[src/rtl/cartesian_to_spherical_angles_core_macros.svh]
// Assertion macros for the cartesian to spherical angles core RTL.
`ifndef CARTESIAN_TO_SPHERICAL_ANGLES_CORE_MACROS_SVH
`define CARTESIAN_TO_SPHERICAL_ANGLES_CORE_MACROS_SVH

// Check a property on the rising clock edge, off while reset is low.
`define C2SA_ASSERT(label, prop, msg) \
    label: assert property (@(posedge clk) disable iff (!rst_n) prop) else $error(msg);

// Check that a condition implies another in the same cycle.
`define C2SA_ASSERT_IMPL(label, ante, cons, msg) \
    `C2SA_ASSERT(label, (ante) |-> (cons), msg)

`endif

[src/rtl/c2sa_pkg.sv]
// Package: types, output widths and elaboration-time CORDIC constants.
`default_nettype none

package c2sa_pkg;

    localparam int DATA_W    = 64;
    localparam int POLAR_W   = 14;
    localparam int AZIMUTH_W = 16;
    localparam int OUT_W     = 32;
    localparam int Q_BITS    = 60;
    localparam int GUARD_TOP = 58;
    localparam int PP_SPLIT  = 29;

    typedef logic signed [DATA_W-1:0] data_t;

    typedef struct packed {
        logic                 zero_vec;
        logic                 x_zero;
        logic                 y_zero;
        logic                 y_neg;
        logic                 z_pos;
        logic                 rlen_zero;
        logic [AZIMUTH_W-1:0] phi;
        data_t                zg;
    } side_t;

    // Restoring division, only ever evaluated on constants.
    function automatic logic [63:0] udiv64(input logic [63:0] n, input logic [63:0] d);
        logic [63:0] q;
        logic [63:0] r;
        q = '0;
        r = '0;
        for (int i = 63; i >= 0; i--)
        begin
            r = {r[62:0], n[i]};
            if (r >= d)
            begin
                r    = r - d;
                q[i] = 1'b1;
            end
        end
        return q;
    endfunction

    // atan(1/n) in Q60 by its power series.
    function automatic data_t atan_recip(input logic [63:0] n);
        logic [63:0] p;
        logic [63:0] nn;
        logic [63:0] k;
        data_t       sum;
        p   = udiv64(64'd1 << Q_BITS, n);
        nn  = n * n;
        sum = data_t'(p);
        k   = 64'd1;
        while (p != 64'd0)
        begin
            p = udiv64(p, nn);
            if (k[0])
                sum = sum - data_t'(udiv64(p, 2 * k + 64'd1));
            else
                sum = sum + data_t'(udiv64(p, 2 * k + 64'd1));
            k = k + 64'd1;
        end
        return sum;
    endfunction

    function automatic data_t quarter_pi();
        return atan_recip(64'd2) + atan_recip(64'd3);
    endfunction

    function automatic data_t atan_tab(input int i);
        if (i == 0)
            return quarter_pi();
        return atan_recip(64'd1 << i);
    endfunction

    function automatic logic [63:0] isqrt64(input logic [63:0] v_in);
        logic [63:0] v;
        logic [63:0] root;
        logic [63:0] bitv;
        v    = v_in;
        root = '0;
        bitv = 64'd1 << 62;
        while (bitv > v)
            bitv = bitv >> 2;
        while (bitv != 64'd0)
        begin
            if (v >= root + bitv)
            begin
                v    = v - (root + bitv);
                root = (root >> 1) + bitv;
            end
            else
                root = root >> 1;
            bitv = bitv >> 2;
        end
        return root;
    endfunction

    // CORDIC gain at the guard scale of the components.
    function automatic logic [63:0] gain_scaled(input int stages, input int guard);
        logic [63:0] prod;
        logic [63:0] g30;
        prod = 64'd1 << Q_BITS;
        for (int i = 0; i < stages; i++)
            prod = prod + (prod >> (2 * i));
        g30 = isqrt64(prod);
        if (guard >= 30)
            return g30 << (guard - 30);
        return g30 >> (30 - guard);
    endfunction

    // Round a Q60 angle half up to f fraction bits.
    function automatic data_t round_angle(input data_t v, input int f);
        return (v + (data_t'(1) <<< (59 - f))) >>> (Q_BITS - f);
    endfunction

endpackage

`default_nettype wire

[src/rtl/c2sa_cordic_stage.sv]
// One registered vectoring CORDIC micro-rotation.
`default_nettype none

module c2sa_cordic_stage #(
    parameter int              SHIFT = 0,
    parameter c2sa_pkg::data_t ANGLE = '0
) (
    input  wire logic            clk,
    input  wire logic            en,
    input  wire c2sa_pkg::data_t a_in,
    input  wire c2sa_pkg::data_t b_in,
    input  wire c2sa_pkg::data_t ang_in,
    output c2sa_pkg::data_t      a_reg,
    output c2sa_pkg::data_t      b_reg,
    output c2sa_pkg::data_t      ang_reg
);

    c2sa_pkg::data_t a_next;
    c2sa_pkg::data_t b_next;
    c2sa_pkg::data_t ang_next;

    // Rotate toward the positive a axis; the sign of b picks the direction.
    always_comb
    begin
        if (!b_in[c2sa_pkg::DATA_W-1])
        begin
            a_next   = a_in + (b_in >>> SHIFT);
            b_next   = b_in - (a_in >>> SHIFT);
            ang_next = ang_in + ANGLE;
        end
        else
        begin
            a_next   = a_in - (b_in >>> SHIFT);
            b_next   = b_in + (a_in >>> SHIFT);
            ang_next = ang_in - ANGLE;
        end
    end

    always_ff @(posedge clk)
    begin
        if (en)
        begin
            a_reg   <= a_next;
            b_reg   <= b_next;
            ang_reg <= ang_next;
        end
    end

endmodule

`default_nettype wire

[config.mk]
export PLATFORM = sky130hd
export DESIGN_NAME = c2sa_cordic_stage
export DESIGN_NICKNAME = d
export VERILOG_FILES = /design/src/rtl/cartesian_to_spherical_angles_core_macros.svh /design/src/rtl/c2sa_pkg.sv /design/src/rtl/c2sa_cordic_stage.sv
export SDC_FILE = /design/constraint.sdc
export NUM_CORES = 1
export LEC_CHECK = 0
export BUFFER_PORTS_ARGS = -buffer_cell sky130_fd_sc_hd__buf_2
export CORE_UTILIZATION = 25
export CTS_BUF_LIST = sky130_fd_sc_hd__clkbuf_4 sky130_fd_sc_hd__clkbuf_8
export CTS_CLUSTER_DIAMETER = 120
export DETAILED_ROUTE_END_ITERATION = 8
export GPL_ROUTABILITY_DRIVEN = 0
export PLACE_DENSITY = 0.44
export RECOVER_POWER = 100
export SETUP_SLACK_MARGIN = 0.02
export SYNTH_ARGS = -nofsm -noshare
export SYNTH_HDL_FRONTEND = slang
export SYNTH_SLANG_ARGS = --single-unit
[constraint.sdc]
create_clock -name clk -period 4.3 [get_ports clk]
set_clock_uncertainty 0.15 [all_clocks]
set_input_delay 0 -clock clk [delete_from_list [all_inputs] [get_ports clk]]
set_output_delay 0 -clock clk [all_outputs]
set_load 0.01 [all_outputs]
==> metrics.md, run 1 <==
| Metric | Value |
|---|---|
| Status | `complete, but fails checks` |
| Failing checks | `max-capacitance violations, max-slew violations` |
| Sw frac | `0.419` |
| Post-synthesis simple-gate area fraction | `0.139` |
| Layout net count | `3000` |
| FF+latch count, synth | `191` |
| Starting DRC count in detailed routing | `1626` |
| Arr. time, crit path | `4.47 ns` |
| First-pass DRT Iterations | `6` |
| Vias in the first global route | `17867` |
| Complex-gate fraction of the synthesized area | `0.260` |
| Die Y | `270 um` |
| Startpoint types | `primary input` |
| Syn_nets | `2473` |
| Starting density of the core | `0.254` |
| H-tree depth | `4` |
| Global Route Usage Sum | `0.202` |
| DRC Markers | `0` |
| Largest family of logic cells by synthesized area | `compound AO/OA/AOI/OAI gates` |
| Hold_ws | `0.0564 ns` |
| Slew HR | `-0.739` |
| Clock-pin slew on the worst setup and hold paths | `0.12 ns` |
| Initial antenna violation count | `5` |
| Max_cap viols | `1` |
| DR vias | `18127` |
| Adder-Cell Fraction of Synth Area | `0.136` |
| First-pass GRT wire length | `112 mm` |
| Layout cells sized above 1 | `0.115` |
| Switching pwr | `0.00277 W` |
| Largest net degree at the start of global routing | `167` |
| Sequential cell area fraction in the yosys report | `0.320` |
| Synth Area per Inst | `8.58 um2` |
| EDFF count, synth | `191` |
| CTS tree | `done` |
| Sequential power share | `0.379` |
| Final setup viols | `0` |
| Cells after DPL | `3366` |
| Core ar. | `0.0704 mm2` |
| Crit path kind | `in -> reg` |
| Final wirelength | `75.2 mm` |
| CTS root buffer | `clkbuf_8` |
| Synth Area in XOR/XNOR | `0.0601` |
| YS warnings | `0` |
| Power per Cell Area | `291 mW/mm2` |
| Worst setup EP type | `flip-flop` |
| CP required | `4.49 ns` |
| Row cnt | `97` |
| Fmax | `0.234 GHz` |
| Crit path max fanout | `8` |
| Die width | `270 um` |
| Power, Total | `0.00661 W` |
| Clock Sinks | `191` |
| Mux share of post-synthesis cell area | `0.0176` |
| Setup tns final | `0 ns` |
| Vias per Instance | `5.08` |
| Post-Layout Cell Count | `3567` |
| Die area | `0.0727 mm2` |
| DR WL/cell | `21.1 um` |
| Post-Syn Area | `0.0179 mm2` |
| Bufs on Longest Clock Path | `2` |
| Routed Antenna Nets | `0` |
| Unrepaired setup endpoints after global routing | `no` |
| Layout area overhead | `27.0%` |
| Ys async rst share | `0` |
| Clk pwr share | `0.203` |
| Top_reg_cell synth | `edfxtp_1` |
| # IOs | `386` |
| Peak VDD IR | `0.147 mV` |
| GR Overflow Total | `0` |
| Synth Instances | `2086` |
| Worst-margin pin slew | `2.61 ns` |
| Final Hold Fails | `0` |
| Slew Limit Fails | `88` |
| Part of the cycle the worst path needs | `0.995` |
| Postcts setup bufs | `0` |
| Clock buffer count from CTS | `17` |
| Hold Path Class | `in -> reg` |
| Minimum clock period | `4.28 ns` |
| Most common cell after layout, fill and taps aside | `a21oi_1` |
| Int Power | `0.00384 W` |
| Gate power share | `0.418` |
| Commonest non-fill, non-tap cells in the layout | `a21oi_1, clkbuf_1, inv_1` |
| Cell variety after synth | `106` |
| PortBufs | `385` |
| Post-DP HPWL | `59.3 mm` |
| Leakage | `9.36 nW` |
==> per-layer routing <==
metal / track usage / part of all wire / vias to the layer above
li1: - / - / 8587
met1: 0.267 / 0.45 / 8712
met2: 0.328 / 0.46 / 729
met3: 0.0369 / 0.065 / 99
met4: 0.0719 / 0.026 / 0
met5: 0 / 0 / -
==> power groups by stage <==
| stage | Combinational [W] | Sequential, W | Clock, W |
|---|---|---|---|
| after global placement | 0.00270 | 0.00254 | 0 |
| final | 0.00276 | 0.00251 | 0.00134 |
| after floorplan | 0.00144 | 0.00266 | 0 |
| after CTS | 0.00284 | 0.00250 | 0.00141 |
| after global routing | 0.00299 | 0.00253 | 0.00147 |
| after detailed placement | 0.00269 | 0.00254 | 0 |
==> cell usage after synthesis, drive strengths merged, types with 10 or more instances <==
| master | count | area [um2] |
|---|---|---|
| nand3 | 24 | 120 |
| nand2 | 128 | 483 |
| nor2 | 166 | 623 |
| a21boi | 13 | 101 |
| o21a | 10 | 75.1 |
| o21bai | 60 | 450 |
| nand4 | 43 | 269 |
| o211ai | 14 | 105 |
| a211oi | 25 | 198 |
| xnor2 | 107 | 945 |
| edfxtp | 191 | 5740 |
| nor4 | 27 | 175 |
| clkbuf | 47 | 176 |
| nor3 | 48 | 240 |
| o31ai | 21 | 171 |
| mux2i | 30 | 300 |
| nor2b | 26 | 165 |
| a21oi | 285 | 1440 |
| xor2 | 15 | 131 |
| ha | 190 | 2380 |
| buf | 43 | 224 |
| inv | 205 | 769 |
| a31oi | 28 | 203 |
| a21o | 46 | 347 |
| nand2b | 16 | 100 |
| o21ai | 135 | 687 |
==> logic make-up (layout without fill, tap and decap cells) <==
family,Yosys count,in the layout
other,0,1
buffers and inverters,301,841
AND/OR/NAND/NOR,522,522
flip-flops,191,191
multiplexers,31,31
AO/OA/AOI/OAI,726,726
adder cells (fa/ha/maj),193,193
XOR/XNOR,122,122
==> metrics by stage <==
stage	instance area (um2)	utilization	setup slack, ns
after global routing	22700	0.323	0.0199
final	22700	0.323	0.0207
after floorplan	17900	-	1.32
after global placement	21000	0.298	0.119
after detailed placement	21000	0.298	0.0632
after CTS	23100	0.328	0.144
==> what timing repair did <==
item | in CTS | in global routing
setup endpoints to repair | 0 | 2
hold buffers | 168 | 0
resized for setup | 0 | 3
endpoints found under the hold margin | 132 | 0
==> worst paths after layout <==
path | startpoint | end | slack [ns] | cells past startpoint
min | a_in[5] | b_reg[6] | 0.06 | 5
max | b_in[8] | b_reg[63] | 0.02 | 16
==> critical path: stages <==
cell and delay [ns]:
dlygate4sd3_1 0.55, clkbuf_1 0.13, ha_1 0.37, buf_4 0.21, or4_1 0.48, or2_0 0.24
a211oi_1 0.50, o211a_1 0.31, a211o_2 0.25, a31o_4 0.23, a21oi_2 0.12, o221ai_2 0.26
nor2_1 0.06, nor2_1 0.13, xnor2_1 0.07, dlygate4sd3_1 0.54
==> area by class of cell <==
| type | count | area (um2) |
|---|---|---|
| diodes | 1 | 2.50 |
| clock buffers | 17 | 234 |
| clock inverters | 15 | 190 |
| fillers | 7564 | 47700 |
| inverters | 211 | 792 |
| multi-input cells | 1594 | 10900 |
| flip-flops and latches | 191 | 5740 |
| well taps | 940 | 1180 |
| repair buffers | 598 | 3690 |
(Power assumes the default switching activity.)
==> run 2: changes to the inputs <==
- CELL_PAD_IN_SITES_DETAIL_PLACEMENT: unset -> 0
- CELL_PAD_IN_SITES_GLOBAL_PLACEMENT: unset -> 1
- PLACE_DENSITY: 0.44 -> 0.55
==> run 2 against run 1 <==
The flow still finishes with violations (max-capacitance violations, max-slew violations). Utilization rose by 0.059 points. Critical path depth did not move. First-iteration DRC count fell by 15%. Clock power barely moved. Via count fell by 0.49%. Critical path type unchanged. Critical endpoint is now a_reg[29]. Largest cell class unchanged.
==> metrics.md, run 2 (synthesis gave the netlist of run 1 again) <==
| Metric | Value |
|---|---|
| Layout area overhead | `27.2% (was 27.0%)` |
| CP startpoint | `a_in[1] (was b_in[8])` |
| Slew HR | `-0.649 (was -0.739)` |
| Vias in the first global route | `18032 (was 17867)` |
| Hold Path Class | `in -> reg (unchanged)` |
| Worst-margin pin slew | `2.47 ns (was 2.61 ns)` |
| PortBufs | `385 (unchanged)` |
| Max_cap viols | `1 (unchanged)` |
| Commonest non-fill, non-tap cells in the layout | `a21oi_1, clkbuf_1, inv_1 (unchanged)` |
| Final setup viols | `0 (unchanged)` |
| CP max stage delay | `0.56 ns (was 0.55 ns)` |
| Worst setup EP type | `flip-flop (unchanged)` |
| Area after DPL | `0.0211 mm2 (was 0.0210 mm2)` |
| DRC Markers | `0 (unchanged)` |
| Routed Antenna Nets | `0 (unchanged)` |
| H-tree depth | `4 (unchanged)` |
| Postcts setup bufs | `0 (unchanged)` |
| Unrepaired setup endpoints after global routing | `no (unchanged)` |
| Crit path max fanout | `5 (was 8)` |
| Post-DP HPWL | `59.5 mm (was 59.3 mm)` |
| Setup crit end | `a_reg[29] (was b_reg[63])` |
| Fin area | `0.0228 mm2 (was 0.0227 mm2)` |
| Starting density of the core | `0.254 (unchanged)` |
| CP required | `4.44 ns (was 4.49 ns)` |
| Most common cell after layout, fill and taps aside | `a21oi_1 (unchanged)` |
| Row cnt | `97 (unchanged)` |
| GR Overflow Total | `0 (unchanged)` |
| Global Route Usage Sum | `0.201 (was 0.202)` |
| Power per Cell Area | `289 mW/mm2 (was 291 mW/mm2)` |
| Cells after DPL | `3378 (was 3366)` |
| Fmax | `0.240 GHz (was 0.234 GHz)` |
| Leakage | `9.37 nW (was 9.36 nW)` |
| Largest net degree at the start of global routing | `103 (was 167)` |
| Die width | `270 um (unchanged)` |
| Final wirelength | `75.1 mm (was 75.2 mm)` |
| Crit-path cells | `dlygate4sd3_1 > buf_2 > inv_1 > ha_1 > nor2b_1 > o311ai_0 > clkbuf_1 > a21oi_1 > a21bo_1 > o32a_1 > and2_0 > a211o_4 > a31oi_1 > o21ai_0 > mux2_4 > xnor2_2 (was dlygate4sd3_1 > clkbuf_1 > ha_1 > buf_4 > or4_1 > or2_0 > a211oi_1 > o211a_1 > a211o_2 > a31o_4 > a21oi_2 > o221ai_2 > nor2_1 > nor2_1 > xnor2_1 > dlygate4sd3_1)` |
| # fillers | `7641 (was 7564)` |
| Die area | `0.0727 mm2 (unchanged)` |
| Final Hold Fails | `0 (unchanged)` |
| First-pass DRT Iterations | `5 (was 6)` |
| Post-Layout Cell Count | `3576 (was 3567)` |
| # IOs | `386 (unchanged)` |
| Crit path kind | `in -> reg (unchanged)` |
| Layout cells sized above 1 | `0.117 (was 0.115)` |
| Startpoint types | `primary input (unchanged)` |
| Hold_ws | `0.0692 ns (was 0.0564 ns)` |
| Failing checks | `max-capacitance violations, max-slew violations (unchanged)` |
| Minimum clock period | `4.16 ns (was 4.28 ns)` |
| Vias per Instance | `5.04 (was 5.08)` |
| First-pass GRT wire length | `112 mm (about the same)` |
| Die Y | `270 um (unchanged)` |
| Peak VDD IR | `0.126 mV (was 0.147 mV)` |
| Status | `complete, but fails checks (unchanged)` |
| Layout net count | `3009 (was 3000)` |
| Core ar. | `0.0704 mm2 (unchanged)` |
| Bufs on Longest Clock Path | `2 (unchanged)` |
| CTS tree | `done (unchanged)` |
| Slew Limit Fails | `84 (was 88)` |
| Initial antenna violation count | `1 (was 5)` |
| CTS root buffer | `clkbuf_8 (unchanged)` |
| Arr. time, crit path | `4.30 ns (was 4.47 ns)` |
| Clock buffer count from CTS | `17 (unchanged)` |
| Part of the cycle the worst path needs | `0.968 (was 0.995)` |
| Starting DRC count in detailed routing | `1378 (was 1626)` |
| Slowest-stage cell, CP | `dlygate4sd3_1 (unchanged)` |
| DR WL/cell | `21.0 um (was 21.1 um)` |
| DR vias | `18039 (was 18127)` |
| Clock-pin slew on the worst setup and hold paths | `0.11 ns (was 0.12 ns)` |
| Clock Sinks | `191 (unchanged)` |
[run 2: changes by cell type in the layout (fill, tap and decap cells not counted), moves of 2 or more]
cell / previous run / this run
buf_2: 188 / 186
buf_4: 35 / 41
clkbuf_1: 200 / 208
dlygate4sd3_1: 168 / 165
inv_6: 1 / 4
inv_8: 4 / 2
[run 2: timing repair]
| item | 4_1_cts | 5_1_grt |
|---|---|---|
| gates resized for setup | 0 | 1 |
| setup endpoints to repair | 0 | 2 |
| endpoints found under the hold margin | 127 | 0 |
| hold buffers | 165 | 0 |
[run 2: worst min-delay path by stage]
stage | from | endpoint | slack [ns] | depth (start not counted)
final | b_in[23] | b_reg[23] | 0.07 | 3
after CTS | a_in[5] | b_reg[5] | 0.009 | 4
after floorplan | ang_in[0] | ang_reg[0] | -0.05 | 0
after detailed placement | ang_in[20] | ang_reg[20] | 0.03 | 1
after global placement | ang_in[31] | ang_reg[31] | 0.03 | 1
after global routing | b_in[23] | b_reg[23] | 0.06 | 3
[run 2: worst max-delay path, delay by kind of cell]
kind	cells	cell delay [ns]
AO/OA/AOI/OAI	7	2.05
XOR/XNOR	1	0.17
adder cells (fa/ha/maj)	1	0.32
buffers and inverters	4	1.08
multiplexers	1	0.31
AND/OR/NAND/NOR	2	0.38
[run 2: layout make-up]
type / instances / area, um2 / area share
multi-input cells: 1594 / 10900 / 0.480
flip-flops and latches: 191 / 5740 / 0.252
repair buffers: 607 / 3730 / 0.164
well taps: 940 / 1180 / 0.0516
inverters: 211 / 793 / 0.0348
clock buffers: 17 / 234 / 0.0103
clock inverters: 15 / 184 / 0.00808
diodes: 1 / 2.50 / 0.000110
[run 2: metrics by stage]
| step | utilization | power, W | setup TNS (ns) | worst slack (ns) |
|---|---|---|---|---|
| after floorplan | - | 0.00410 | 0 | 1.32 |
| after global placement | 0.299 | 0.00523 | 0 | 0.119 |
| after detailed placement | 0.299 | 0.00522 | -0.0499 | -0.0499 |
| after CTS | 0.329 | 0.00673 | 0 | 0.0470 |
| after global routing | 0.324 | 0.00696 | 0 | 0.0422 |
| final | 0.324 | 0.00658 | 0 | 0.138 |
[run 2: where the power goes]
group / total [W] / internal [W] / leakage, nW / switching [W]
Clock: 0.00133 / 0.000451 / 0.207 / 0.000880
Sequential: 0.00250 / 0.00240 / 1.87 / 0.0000943
Combinational: 0.00275 / 0.000991 / 7.30 / 0.00176
Total: 0.00658 / 0.00384 / 9.37 / 0.00274
[run 2: per-layer routing]
metal	share of wire	track usage
met4	0.018	0.0525
met1	0.46	0.271
met2	0.47	0.335
met3	0.053	0.0279
met5	0	0
